[config.mk]
export PLATFORM = sky130hd
export DESIGN_NAME = normalized_edit_distance_unit_flat
export DESIGN_NICKNAME = d
export VERILOG_FILES = /design/src/design/ned_pkg.sv /design/src/design/ned_if.sv /design/src/design/normalized_edit_distance_unit.sv /design/src/design/ned_divider.sv /design/src/flat_wrapper.sv
export SDC_FILE = /design/constraint.sdc
export NUM_CORES = 1
export LEC_CHECK = 0
export BUFFER_PORTS_ARGS = -buffer_cell sky130_fd_sc_hd__buf_2
export CORE_ASPECT_RATIO = 1.2
export CORE_UTILIZATION = 45
export DETAILED_ROUTE_END_ITERATION = 16
export PLACE_DENSITY = 0.59
export SLEW_MARGIN = 10
export SYNTH_ARGS = -nofsm -noshare
export SYNTH_HDL_FRONTEND = slang
export SYNTH_SLANG_ARGS = --single-unit
[constraint.sdc]
create_clock -name clk -period 6.21 [get_ports clk]
set_input_delay 1.242 -clock clk [delete_from_list [all_inputs] [get_ports clk]]
set_output_delay 1.242 -clock clk [all_outputs]
set_load 0.005 [all_outputs]
[src/design/ned_pkg.sv]
// Shared types, codes and constants of the normalized edit distance unit.
package ned_pkg;

    localparam int NED_MAX_LEN = 32;

    localparam int OP_W = 2;
    localparam int CH_W = 8;
    localparam int DIST_W = 6;
    localparam int LEN_W = 6;
    localparam int RATIO_W = 17;
    localparam int FRAC_W = 16;

    localparam logic [OP_W-1:0] OP_LOAD_A = 2'd0;
    localparam logic [OP_W-1:0] OP_LOAD_B = 2'd1;
    localparam logic [OP_W-1:0] OP_COMPUTE = 2'd2;

    typedef struct packed {
        logic [OP_W-1:0] op;
        logic [CH_W-1:0] ch;
    } ned_cmd_t;

    typedef struct packed {
        logic [DIST_W-1:0]  distance;
        logic [LEN_W-1:0]   longer_len;
        logic [RATIO_W-1:0] ratio;
        logic               both_empty;
        logic               overflowed;
    } ned_result_t;

    typedef enum logic [3:0] {
        ST_IDLE,
        ST_INIT,
        ST_ROW,
        ST_CELL_RD,
        ST_CELL_WR,
        ST_FINAL_RD,
        ST_FINAL,
        ST_DIV,
        ST_WAIT_OUT
    } ned_state_t;

endpackage

[src/design/ned_if.sv]
// Valid/ready channel interfaces for the command and result transfers.
interface ned_cmd_if import ned_pkg::*; ();
    logic     valid;
    logic     ready;
    ned_cmd_t data;

    modport source (output valid, output data, input ready);
    modport sink (input valid, input data, output ready);
endinterface

interface ned_result_if import ned_pkg::*; ();
    logic        valid;
    logic        ready;
    ned_result_t data;

    modport source (output valid, output data, input ready);
    modport sink (input valid, input data, output ready);
endinterface

[src/design/normalized_edit_distance_unit.sv]
// String A and B loads can transfer back to back while the unit is idle.
// A compute fills the table cell by cell in the single row memory, each cell in a
// read state and a write state, and then runs the bit-serial divider.
// With both strings empty a compute skips table and divider. No new command is taken
// until the compute has handed its result to the output register.
// Reset clears the lengths, the overflow flag and the sequencer; string and row
// memories hold no reset value and are only read where written.
module normalized_edit_distance_unit import ned_pkg::*; #(
    parameter int MAX_LEN = NED_MAX_LEN
) (
    input logic         clk,
    input logic         rst_n,
    ned_cmd_if.sink     cmd,
    ned_result_if.source result
);

    localparam int CW = $clog2(MAX_LEN + 1);
    localparam int AW = (MAX_LEN > 1) ? $clog2(MAX_LEN) : 1;
    localparam int SW = CW + 1;

    logic [CH_W-1:0] text_a_mem [MAX_LEN];
    logic [CH_W-1:0] text_b_mem [MAX_LEN];
    logic [CW-1:0]   dp_mem [MAX_LEN+1];

    ned_state_t  state_reg;
    ned_state_t  state_next;
    logic [CW-1:0] count_a_reg;
    logic [CW-1:0] count_b_reg;
    logic          overflow_reg;
    logic [CW-1:0] la_reg;
    logic [CW-1:0] lb_reg;
    logic [CW-1:0] longer_reg;
    logic          ovf_res_reg;
    logic          empty_reg;
    logic [CW-1:0] i_reg;
    logic [CW-1:0] j_reg;
    logic [SW-1:0] diag_reg;
    logic [SW-1:0] left_reg;
    logic [CW-1:0] dist_reg;
    logic [CH_W-1:0] ta_rd_reg;
    logic [CH_W-1:0] tb_rd_reg;
    logic [CW-1:0] dp_rd_reg;
    logic          out_valid_reg;
    ned_result_t   out_data_reg;

    logic          accept;
    logic          ta_we;
    logic          tb_we;
    logic          dp_we;
    logic [CW-1:0] dp_waddr;
    logic [CW-1:0] dp_wdata;
    logic [CW-1:0] dp_raddr;
    logic [CW-1:0] i_minus;
    logic [CW-1:0] j_minus;
    logic [SW-1:0] up_inc;
    logic [SW-1:0] left_inc;
    logic [SW-1:0] diag_cost;
    logic [SW-1:0] best;
    logic          div_start;
    logic          div_done;
    logic [RATIO_W-1:0] quotient;
    logic          out_load;

    assign cmd.ready = (state_reg == ST_IDLE);
    assign accept = cmd.valid && cmd.ready;
    assign ta_we = accept && (cmd.data.op == OP_LOAD_A) && (count_a_reg < CW'(MAX_LEN));
    assign tb_we = accept && (cmd.data.op == OP_LOAD_B) && (count_b_reg < CW'(MAX_LEN));

    assign i_minus = i_reg - CW'(1);
    assign j_minus = j_reg - CW'(1);

    always_ff @(posedge clk)
    begin
        if (ta_we)
        begin
            text_a_mem[count_a_reg[AW-1:0]] <= cmd.data.ch;
        end
        ta_rd_reg <= text_a_mem[i_minus[AW-1:0]];
    end

    always_ff @(posedge clk)
    begin
        if (tb_we)
        begin
            text_b_mem[count_b_reg[AW-1:0]] <= cmd.data.ch;
        end
        tb_rd_reg <= text_b_mem[j_minus[AW-1:0]];
    end

    always_ff @(posedge clk)
    begin
        if (dp_we)
        begin
            dp_mem[dp_waddr] <= dp_wdata;
        end
        dp_rd_reg <= dp_mem[dp_raddr];
    end

    assign up_inc = {1'b0, dp_rd_reg} + SW'(1);
    assign left_inc = left_reg + SW'(1);
    assign diag_cost = diag_reg + ((ta_rd_reg != tb_rd_reg) ? SW'(1) : SW'(0));

    always_comb
    begin
        best = up_inc;
        if (best > left_inc)
        begin
            best = left_inc;
        end
        if (best > diag_cost)
        begin
            best = diag_cost;
        end
    end

    ned_divider #(
        .DIVISOR_W(CW)
    ) u_divider (
        .clk      (clk),
        .rst_n    (rst_n),
        .start    (div_start),
        .dividend ({dp_rd_reg, {FRAC_W{1'b0}}}),
        .divisor  (longer_reg),
        .done     (div_done),
        .quotient (quotient)
    );

    always_comb
    begin
        state_next = state_reg;
        dp_we = 1'b0;
        dp_waddr = j_reg;
        dp_wdata = j_reg;
        dp_raddr = j_reg;
        div_start = 1'b0;
        out_load = 1'b0;
        unique case (state_reg)
            ST_IDLE:
            begin
                if (accept && (cmd.data.op == OP_COMPUTE))
                begin
                    if ((count_a_reg == '0) && (count_b_reg == '0))
                    begin
                        state_next = ST_WAIT_OUT;
                    end
                    else
                    begin
                        state_next = ST_INIT;
                    end
                end
            end
            ST_INIT:
            begin
                dp_we = 1'b1;
                if (j_reg == lb_reg)
                begin
                    state_next = (la_reg == '0) ? ST_FINAL_RD : ST_ROW;
                end
            end
            ST_ROW:
            begin
                dp_we = 1'b1;
                dp_waddr = '0;
                dp_wdata = i_reg;
                if (lb_reg != '0)
                begin
                    state_next = ST_CELL_RD;
                end
                else if (i_reg == la_reg)
                begin
                    state_next = ST_FINAL_RD;
                end
            end
            ST_CELL_RD:
            begin
                state_next = ST_CELL_WR;
            end
            ST_CELL_WR:
            begin
                dp_we = 1'b1;
                dp_wdata = best[CW-1:0];
                if (j_reg == lb_reg)
                begin
                    state_next = (i_reg == la_reg) ? ST_FINAL_RD : ST_ROW;
                end
                else
                begin
                    state_next = ST_CELL_RD;
                end
            end
            ST_FINAL_RD:
            begin
                dp_raddr = lb_reg;
                state_next = ST_FINAL;
            end
            ST_FINAL:
            begin
                div_start = 1'b1;
                state_next = ST_DIV;
            end
            ST_DIV:
            begin
                if (div_done)
                begin
                    state_next = ST_WAIT_OUT;
                end
            end
            ST_WAIT_OUT:
            begin
                if (!out_valid_reg || result.ready)
                begin
                    out_load = 1'b1;
                    state_next = ST_IDLE;
                end
            end
            default:
            begin
                state_next = ST_IDLE;
            end
        endcase
    end

    always_ff @(posedge clk or negedge rst_n)
    begin
        if (!rst_n)
        begin
            state_reg <= ST_IDLE;
        end
        else
        begin
            state_reg <= state_next;
        end
    end

    always_ff @(posedge clk or negedge rst_n)
    begin
        if (!rst_n)
        begin
            count_a_reg <= '0;
            count_b_reg <= '0;
            overflow_reg <= 1'b0;
        end
        else if (accept)
        begin
            unique case (cmd.data.op)
                OP_LOAD_A:
                begin
                    if (ta_we)
                    begin
                        count_a_reg <= count_a_reg + CW'(1);
                    end
                    else
                    begin
                        overflow_reg <= 1'b1;
                    end
                end
                OP_LOAD_B:
                begin
                    if (tb_we)
                    begin
                        count_b_reg <= count_b_reg + CW'(1);
                    end
                    else
                    begin
                        overflow_reg <= 1'b1;
                    end
                end
                OP_COMPUTE:
                begin
                    count_a_reg <= '0;
                    count_b_reg <= '0;
                    overflow_reg <= 1'b0;
                end
                default:
                begin
                end
            endcase
        end
    end

    always_ff @(posedge clk)
    begin
        if (accept && (cmd.data.op == OP_COMPUTE))
        begin
            la_reg <= count_a_reg;
            lb_reg <= count_b_reg;
            longer_reg <= (count_a_reg > count_b_reg) ? count_a_reg : count_b_reg;
            ovf_res_reg <= overflow_reg;
            empty_reg <= (count_a_reg == '0) && (count_b_reg == '0);
            dist_reg <= '0;
            i_reg <= CW'(1);
            j_reg <= '0;
        end
        else
        begin
            unique case (state_reg)
                ST_INIT:
                begin
                    if (j_reg != lb_reg)
                    begin
                        j_reg <= j_reg + CW'(1);
                    end
                end
                ST_ROW:
                begin
                    diag_reg <= SW'(i_minus);
                    left_reg <= SW'(i_reg);
                    j_reg <= CW'(1);
                    if ((lb_reg == '0) && (i_reg != la_reg))
                    begin
                        i_reg <= i_reg + CW'(1);
                    end
                end
                ST_CELL_WR:
                begin
                    left_reg <= best;
                    diag_reg <= {1'b0, dp_rd_reg};
                    if (j_reg == lb_reg)
                    begin
                        if (i_reg != la_reg)
                        begin
                            i_reg <= i_reg + CW'(1);
                        end
                    end
                    else
                    begin
                        j_reg <= j_reg + CW'(1);
                    end
                end
                ST_FINAL:
                begin
                    dist_reg <= dp_rd_reg;
                end
                default:
                begin
                end
            endcase
        end
    end

    always_ff @(posedge clk or negedge rst_n)
    begin
        if (!rst_n)
        begin
            out_valid_reg <= 1'b0;
        end
        else if (out_load)
        begin
            out_valid_reg <= 1'b1;
        end
        else if (result.ready)
        begin
            out_valid_reg <= 1'b0;
        end
    end

    always_ff @(posedge clk)
    begin
        if (out_load)
        begin
            out_data_reg.distance <= DIST_W'(dist_reg);
            out_data_reg.longer_len <= LEN_W'(longer_reg);
            out_data_reg.ratio <= empty_reg ? '0 : quotient;
            out_data_reg.both_empty <= empty_reg;
            out_data_reg.overflowed <= ovf_res_reg;
        end
    end

    assign result.valid = out_valid_reg;
    assign result.data = out_data_reg;

endmodule

[src/design/ned_divider.sv]
// Restoring serial divider that produces one quotient bit per cycle.
module ned_divider import ned_pkg::*; #(
    parameter int DIVISOR_W = 6
) (
    input  logic                        clk,
    input  logic                        rst_n,
    input  logic                        start,
    input  logic [DIVISOR_W+FRAC_W-1:0] dividend,
    input  logic [DIVISOR_W-1:0]        divisor,
    output logic                        done,
    output logic [RATIO_W-1:0]          quotient
);

    localparam int QW = DIVISOR_W + FRAC_W;
    localparam int CNTW = $clog2(QW + 1);

    logic [QW-1:0]        quo_reg;
    logic [DIVISOR_W-1:0] rem_reg;
    logic [DIVISOR_W-1:0] div_reg;
    logic [CNTW-1:0]      cnt_reg;
    logic                 busy_reg;
    logic                 done_reg;
    logic [DIVISOR_W:0]   trial;
    logic [DIVISOR_W:0]   diff;
    logic                 fits;

    assign trial = {rem_reg, quo_reg[QW-1]};
    assign diff = trial - {1'b0, div_reg};
    assign fits = trial >= {1'b0, div_reg};

    always_ff @(posedge clk or negedge rst_n)
    begin
        if (!rst_n)
        begin
            busy_reg <= 1'b0;
            done_reg <= 1'b0;
            cnt_reg <= '0;
        end
        else
        begin
            done_reg <= 1'b0;
            if (start)
            begin
                busy_reg <= 1'b1;
                cnt_reg <= CNTW'(QW);
            end
            else if (busy_reg)
            begin
                cnt_reg <= cnt_reg - CNTW'(1);
                if (cnt_reg == CNTW'(1))
                begin
                    busy_reg <= 1'b0;
                    done_reg <= 1'b1;
                end
            end
        end
    end

    always_ff @(posedge clk)
    begin
        if (start)
        begin
            quo_reg <= dividend;
            rem_reg <= '0;
            div_reg <= divisor;
        end
        else if (busy_reg)
        begin
            quo_reg <= {quo_reg[QW-2:0], fits};
            rem_reg <= fits ? diff[DIVISOR_W-1:0] : trial[DIVISOR_W-1:0];
        end
    end

    assign done = done_reg;
    assign quotient = quo_reg[RATIO_W-1:0];

endmodule

[src/flat_wrapper.sv]
// flat-port wrapper written by rule: the top's interface ports become plain ports
module normalized_edit_distance_unit_flat import ned_pkg::*;
#(
    parameter int MAX_LEN = NED_MAX_LEN
)
  (clk, rst_n, cmd_valid, cmd_data, cmd_ready, result_valid, result_data, result_ready);
  ned_cmd_if cmd_i ();
  ned_result_if result_i ();
  input logic clk;
  input logic rst_n;
  input wire logic [$bits(cmd_i.valid)-1:0] cmd_valid;
  input wire logic [$bits(cmd_i.data)-1:0] cmd_data;
  output wire logic [$bits(cmd_i.ready)-1:0] cmd_ready;
  output wire logic [$bits(result_i.valid)-1:0] result_valid;
  output wire logic [$bits(result_i.data)-1:0] result_data;
  input wire logic [$bits(result_i.ready)-1:0] result_ready;
  assign cmd_i.valid = cmd_valid;
  assign cmd_i.data = cmd_data;
  assign cmd_ready = cmd_i.ready;
  assign result_valid = result_i.valid;
  assign result_data = result_i.data;
  assign result_i.ready = result_ready;
  normalized_edit_distance_unit #(.MAX_LEN(MAX_LEN)) u_core (.clk(clk), .rst_n(rst_n), .cmd(cmd_i), .result(result_i));
endmodule
==> impl_metrics.py, run 1 <==
metrics = {
    "synthesis": {
        "synth.cell_area_um2": 36900,
        "async_flop_share": 0.0286,
        "synth-warning-count": 0,
        "synth-edff-count": 786,
        "ys_seq_elements": 873,
        "ys_types": 69,
        "netlist_instances": 2329,
        "synth_nets": 2388,
        "ys_seq_area_frac": 0.691,
        "synthFlopType": "edfxtp_1",
        "syn_avg_cell_area_um2": 15.8,
    },
    "placement": {
        "io_buffer_count": 46,
        "dp_hpwl_um": 53500,
        "gp_routability_congestion": 0.857,
    },
    "setup_path": {
        "crit_fanout": 33,
        "crit_required_ns": 6.34,
        "start_kind": "register",
        "r2r_cells": 16,
        "critPathKind": "register to register",
        "cp.arrival_ns": 5.51,
        "endpoint_kind": "register",
        "crit_top_cell": "a21o_1",
        "slowest_stage": "nand2_1",
        "r2r_slack_ns": 0.83,
        "timing.rr.end": "u_core.dp_mem[29][4]$_DFFE_PP_",
        "reg2reg_from": "u_core.left_reg[0]$_DFFE_PP_",
        "path_cells": "ha_1, and3_1, xnor2_1, ha_1, a21o_1, a21oi_1, nor2b_1, o31ai_4, mux2i_1, ha_1, a21o_1, a21o_1, a21o_1, o21a_1, o21ai_0, nand2_1",
        "slowest_delay_ns": 0.69,
        "cp-startpoint": "u_core.left_reg[0]$_DFFE_PP_",
    },
    "run_status": {
        "outcome": "completed",
    },
    "detailed_routing": {
        "avgRoutedWirePerCell_um": 24.6,
        "antenna_left": 0,
        "first_pass_iters": 5,
        "drc": 0,
        "routed_wl_um": 86000,
        "vias": 20669,
        "drtIter0Drc": 1870,
        "via_per_inst": 5.91,
    },
    "clocking": {
        "cts.path.max_buffers": 3,
        "clock_sinks": 873,
        "post_cts_buffers": 0,
        "clk_pin_slew_ns": 0.07,
        "cts_hold_buffers": 0,
        "cts.repair.resized": 0,
        "numCtsBuffers": 88,
        "cts_root_buffer": "clkbuf_16",
        "cts_tree": "yes",
        "htreeDepth": 3,
        "clock_latency_ns": 0.64,
    },
    "worst_hold_path": {
        "hold_depth": 0,
        "min_path_type": "register to register",
        "whs_endpoint": "u_core.result.data[25]$_DFFE_PP_",
        "hp-start": "u_core.dist_reg[0]$_SDFFE_PP0P_",
    },
    "power": {
        "p_leak_nw": 14.1,
        "fin_total_pwr_mw": 20.2,
        "powerDensity_nw_per_um2": 488,
        "max-vdd-ir-drop_v": 0.000273,
    },
    "sta": {
        "slew_violations": 0,
        "post-route-min-period_ns": 5.38,
        "finalHoldViolations": 0,
        "min_period_over_period": 0.867,
        "fin_skew_ns": 0.0213,
        "rsz0062_at_grt": "no",
        "timing.setup.tns_ns": 0,
        "worst_pin_slew_ns": 1.14,
        "final-setup-viol-count": 0,
        "max_freq_ghz": 0.186,
        "slew_headroom": 0.238,
    },
    "floorplan": {
        "row_count": 114,
        "dieHeight_um": 316,
        "coreArea_um2": 80900,
        "die_area_um2": 83100,
        "initial_core_util": 0.456,
        "die_x_um": 263,
        "io_pins": 47,
    },
    "global_routing": {
        "grt_max_degree": 73,
        "gr-usage-all-layers": 0.210,
        "antenna_found_initial": 0,
        "grt_pass1_wl_um": 132000,
        "first_global_vias": 21169,
        "grt_overflow": 0,
    },
    "final_layout": {
        "syn2layout_area_growth_pct": 12.0,
        "diodes": 0,
        "multiInputGateArea_um2": 10600,
        "seq_area_um2": 25500,
        "drive_gt1_frac": 0.172,
        "layout_common_cells": "786 x edfxtp_1, 174 x nor2_1, 171 x nand2_1, 144 x mux4_2, 122 x a21oi_1",
        "num-nets-final": 2435,
        "layout_commonest_cell": "edfxtp_1",
        "fill_cells": 6598,
    },
    "run": {
        "drv_cap": 0,
    },
}
-- routing by layer --
layer	part of all wire	routed length, um	vias up	track usage
met3	0.044	3780	168	0.0255
met5	0	0	-	0
met2	0.50	43400	559	0.359
li1	-	-	9266	-
met1	0.42	36100	10676	0.277
met4	0.031	2690	0	0.0796
-- synthesized netlist by cell type, drive strengths merged (36+ instances only) --
cell / instances / area share
a21oi: 125 / 0.017
a221oi: 96 / 0.023
buf: 73 / 0.012
clkbuf: 62 / 0.0063
dfxtp: 62 / 0.034
edfxtp: 786 / 0.64
ha: 44 / 0.015
inv: 44 / 0.0045
mux2i: 119 / 0.032
mux4: 144 / 0.088
nand2: 172 / 0.018
nand3: 67 / 0.0091
nor2: 175 / 0.018
o21ai: 43 / 0.0058
xor2: 36 / 0.0085
-- cells by family after synthesis --
group                      count (synthesis)  share of synthesized area
AOI/OAI and AO/OA                        333                     0.0608
xor gates and xnor gates                  64                     0.0152
adders and majority gates                 45                     0.0155
buffers and inverters                    182                     0.0227
DFF                                      873                      0.691
muxes                                    278                      0.125
and+or+nand+nor                          554                     0.0705
-- how the worst max path moves through the flow --
| stage | to | slack [ns] |
|---|---|---|
| after global routing | u_core.dp_mem[29][4]$_DFFE_PP_ | 0.50 |
| after floorplan | u_core.dp_mem[0][0]$_DFFE_PP_ | 0.76 |
| after CTS | u_core.dp_mem[29][4]$_DFFE_PP_ | 0.92 |
| final | u_core.dp_mem[29][4]$_DFFE_PP_ | 0.83 |
| after global placement | u_core.dp_mem[8][2]$_DFFE_PP_ | 1.03 |
| after detailed placement | u_core.dp_mem[9][2]$_DFFE_PP_ | 0.96 |
-- report_power, final --
part           leakage, nW  internal [mW]  switching [mW]
sequential            7.96           7.19           0.527
clock                 1.51           3.37            2.27
combinational         4.62           2.82            3.98
total                 14.1           13.4            6.78
-- critical path, delay by kind of cell, from the launching register on --
family,cells,cell delay [ns]
AOI/OAI and AO/OA,8,1.92
xor gates and xnor gates,1,0.27
adders and majority gates,3,0.87
DFF,1,0.46
muxes,1,0.34
and+or+nand+nor,3,0.98
-- per-stage QoR --
stage | utilization | instances | hold slack (ns) | instance area, um^2 | setup WS, ns
2_1_floorplan | - | 2329 | 0.400 | 36900 | 0.755
3_3_place_gp | 0.472 | 3329 | 0.410 | 38200 | 1.03
3_5_place_dp | 0.472 | 3329 | 0.405 | 38200 | 0.963
4_1_cts | 0.511 | 3494 | 0.427 | 41300 | 0.922
5_1_grt | 0.511 | 3495 | 0.425 | 41300 | 0.504
6_report | 0.511 | 3495 | 0.424 | 41300 | 0.828
-- area by class of cell --
cell class / instances / share of cell area
clock buffer: 108 / 0.0576
clock inverter: 57 / 0.0174
inverter: 47 / 0.00427
multi-input combinational: 1274 / 0.257
sequential: 873 / 0.616
tap: 1044 / 0.0316
timing repair buffer: 92 / 0.0151
Power figures use the tool's default switching activity.
==> run 2, diff against run 1 <==
CORE_ASPECT_RATIO = not set   (was 1.2)
CTS_BUF_LIST = sky130_fd_sc_hd__clkbuf_2   (was not set)
==> run 2 against run 1 <==
Compared with the run above: the run now ends with design-rule violations left; register-to-register slack got worse by 0.02 ns; global-route usage fell by 0.23 points; worst setup slack got worse by 0.017 ns; first-iteration DRC count fell by 8.8%; sequential power barely moved; non-clock buffer count did not move; largest cell class unchanged; highest routed layer unchanged; sequential share of layout area rose by 1.8 points; flip-flop and latch count did not move; maximum frequency fell by 0.31%; count of clock-buffer cells in the layout rose by 192; largest power group unchanged; wire length fell by 1.1%.
==> impl_metrics.py, run 2 (synthesis results as in run 1) <==
metrics = {
    "run_status": {
        "outcome": "finished with violations",
        "violations": "design-rule violations",
    },
    "setup_path": {
        "cp.arrival_ns": 6.25,
        "reg2reg_from": "u_core.left_reg[0]$_DFFE_PP_",
        "critPathKind": "register to register",
        "path_cells": "ha_1, and3_1, xnor2_1, ha_1, a21o_1, a21oi_1, nor2b_1, o31ai_4, mux2_2, ha_1, nor2b_1, o21ai_0, a21oi_1, o21a_1, a21oi_1, o21ai_0, nand2_1",
        "timing.rr.end": "u_core.dp_mem[0][4]$_DFFE_PP_",
        "start_kind": "register",
        "r2r_cells": 17,
        "crit_fanout": 33,
        "slowest_delay_ns": 0.70,
        "crit_required_ns": 7.06,
        "endpoint_kind": "register",
        "slowest_stage": "nand2_1",
        "r2r_slack_ns": 0.81,
    },
    "clocking": {
        "cts_root_buffer": "clkbuf_2",
        "clk_pin_slew_ns": 0.10,
        "post_cts_buffers": 0,
        "clock_sinks": 873,
        "htreeDepth": 4,
        "cts_tree": "yes",
        "numCtsBuffers": 209,
        "cts.path.max_buffers": 3,
        "clock_latency_ns": 1.43,
    },
    "floorplan": {
        "die_area_um2": 83100,
        "io_pins": 47,
        "initial_core_util": 0.456,
        "coreArea_um2": 80800,
        "die_x_um": 288,
        "row_count": 104,
        "dieHeight_um": 288,
    },
    "sta": {
        "worst_pin_slew_ns": 1.17,
        "rsz0062_at_grt": "no",
        "final-setup-viol-count": 0,
        "max_freq_ghz": 0.185,
        "post-route-min-period_ns": 5.40,
        "slew_violations": 0,
        "fin_skew_ns": 0.115,
        "finalHoldViolations": 0,
        "min_period_over_period": 0.869,
        "timing.setup.tns_ns": 0,
        "slew_headroom": 0.214,
    },
    "placement": {
        "dp_hpwl_um": 52100,
        "io_buffer_count": 46,
        "gp_routability_congestion": 0.849,
    },
    "detailed_routing": {
        "vias": 21293,
        "routed_wl_um": 85000,
        "avgRoutedWirePerCell_um": 22.9,
        "via_per_inst": 5.74,
        "drtIter0Drc": 1706,
        "first_pass_iters": 12,
        "antenna_left": 0,
        "drc": 3,
    },
    "power": {
        "max-vdd-ir-drop_v": 0.000340,
        "powerDensity_nw_per_um2": 452,
        "fin_total_pwr_mw": 18.1,
        "p_leak_nw": 14.0,
    },
    "worst_hold_path": {
        "whs_endpoint": "u_core.result.valid$_DFFE_PN0P_",
        "hp-start": "result_ready",
        "hold_depth": 3,
        "min_path_type": "primary input to register",
    },
    "final_layout": {
        "layout_commonest_cell": "edfxtp_1",
        "num-nets-final": 2556,
        "syn2layout_area_growth_pct": 8.81,
        "drive_gt1_frac": 0.229,
        "layout_common_cells": "786 x edfxtp_1, 300 x clkbuf_2, 174 x nor2_1, 171 x nand2_1, 144 x mux4_2",
    },
    "global_routing": {
        "grt_pass1_wl_um": 130000,
        "grt_max_degree": 107,
        "antenna_found_initial": 2,
        "grt_overflow": 0,
        "first_global_vias": 21876,
        "gr-usage-all-layers": 0.208,
    },
    "run": {
        "drv_cap": 0,
    },
}
==> run 2: layer usage <==
layer  vias up  GRT usage  wire length, um
li1       9626          -                -
met1     10841      0.282            37100
met2       667      0.334            41100
met3       159     0.0457             4980
met4         0     0.0676             1830
met5         -          0                0
==> run 2: how the worst max path moves through the flow <==
stage	start	endpoint	slack, ns
2_1_floorplan	u_core.left_reg[0]$_DFFE_PP_	u_core.dp_mem[0][0]$_DFFE_PP_	0.76
3_3_place_gp	u_core.left_reg[0]$_DFFE_PP_	u_core.dp_mem[22][4]$_DFFE_PP_	1.10
3_5_place_dp	u_core.left_reg[0]$_DFFE_PP_	u_core.dp_mem[20][4]$_DFFE_PP_	0.88
4_1_cts	u_core.left_reg[0]$_DFFE_PP_	u_core.dp_mem[0][4]$_DFFE_PP_	0.84
5_1_grt	u_core.left_reg[0]$_DFFE_PP_	u_core.dp_mem[4][4]$_DFFE_PP_	0.34
6_report	u_core.left_reg[0]$_DFFE_PP_	u_core.dp_mem[0][4]$_DFFE_PP_	0.81
==> run 2: timing repair <==
item | 4_1_cts | 5_1_grt
hold buffers | 1 | 0
hold endpoints to repair | 25 | 0
resized for setup | 0 | 0
==> run 2: layout make-up <==
cell class / count / area [um^2]
Inverter: 47 / 176
Fill cell: 6870 / 40700
Sequential cell: 873 / 25500
Tap cell: 1060 / 1330
Clock inverter: 58 / 402
Multi-Input combinational cell: 1274 / 10600
Antenna cell: 7 / 17.5
Timing Repair Buffer: 92 / 591
Clock buffer: 300 / 1500
==> run 2: power breakdown <==
part | switching, mW | internal (mW) | leakage, nW
clock network | 2.26 | 1.46 | 1.44
registers | 0.510 | 7.18 | 7.96
logic | 3.90 | 2.82 | 4.61
==> run 2: through the flow <==
step | util | instance area [um^2] | setup slack (ns) | hold WS (ns) | instances
5_1_grt | 0.497 | 40100 | 0.344 | 0.104 | 3707
3_5_place_dp | 0.473 | 38200 | 0.878 | 0.415 | 3345
4_1_cts | 0.496 | 40100 | 0.836 | 0.0497 | 3704
6_report | 0.497 | 40100 | 0.811 | 0.199 | 3711
2_1_floorplan | - | 36900 | 0.755 | 0.400 | 2329
3_3_place_gp | 0.473 | 38200 | 1.10 | 0.413 | 3345
==> run 2: critical path: cells and delay by family (launching register included) <==
family                   cells  cell delay (ns)
AND/OR/NAND/NOR              4             1.12
AO/OA/AOI/OAI                8             1.68
multiplexers                 1             0.42
adder cells (fa/ha/maj)      3             0.88
flip-flops                   1             0.48
XOR/XNOR                     1             0.30
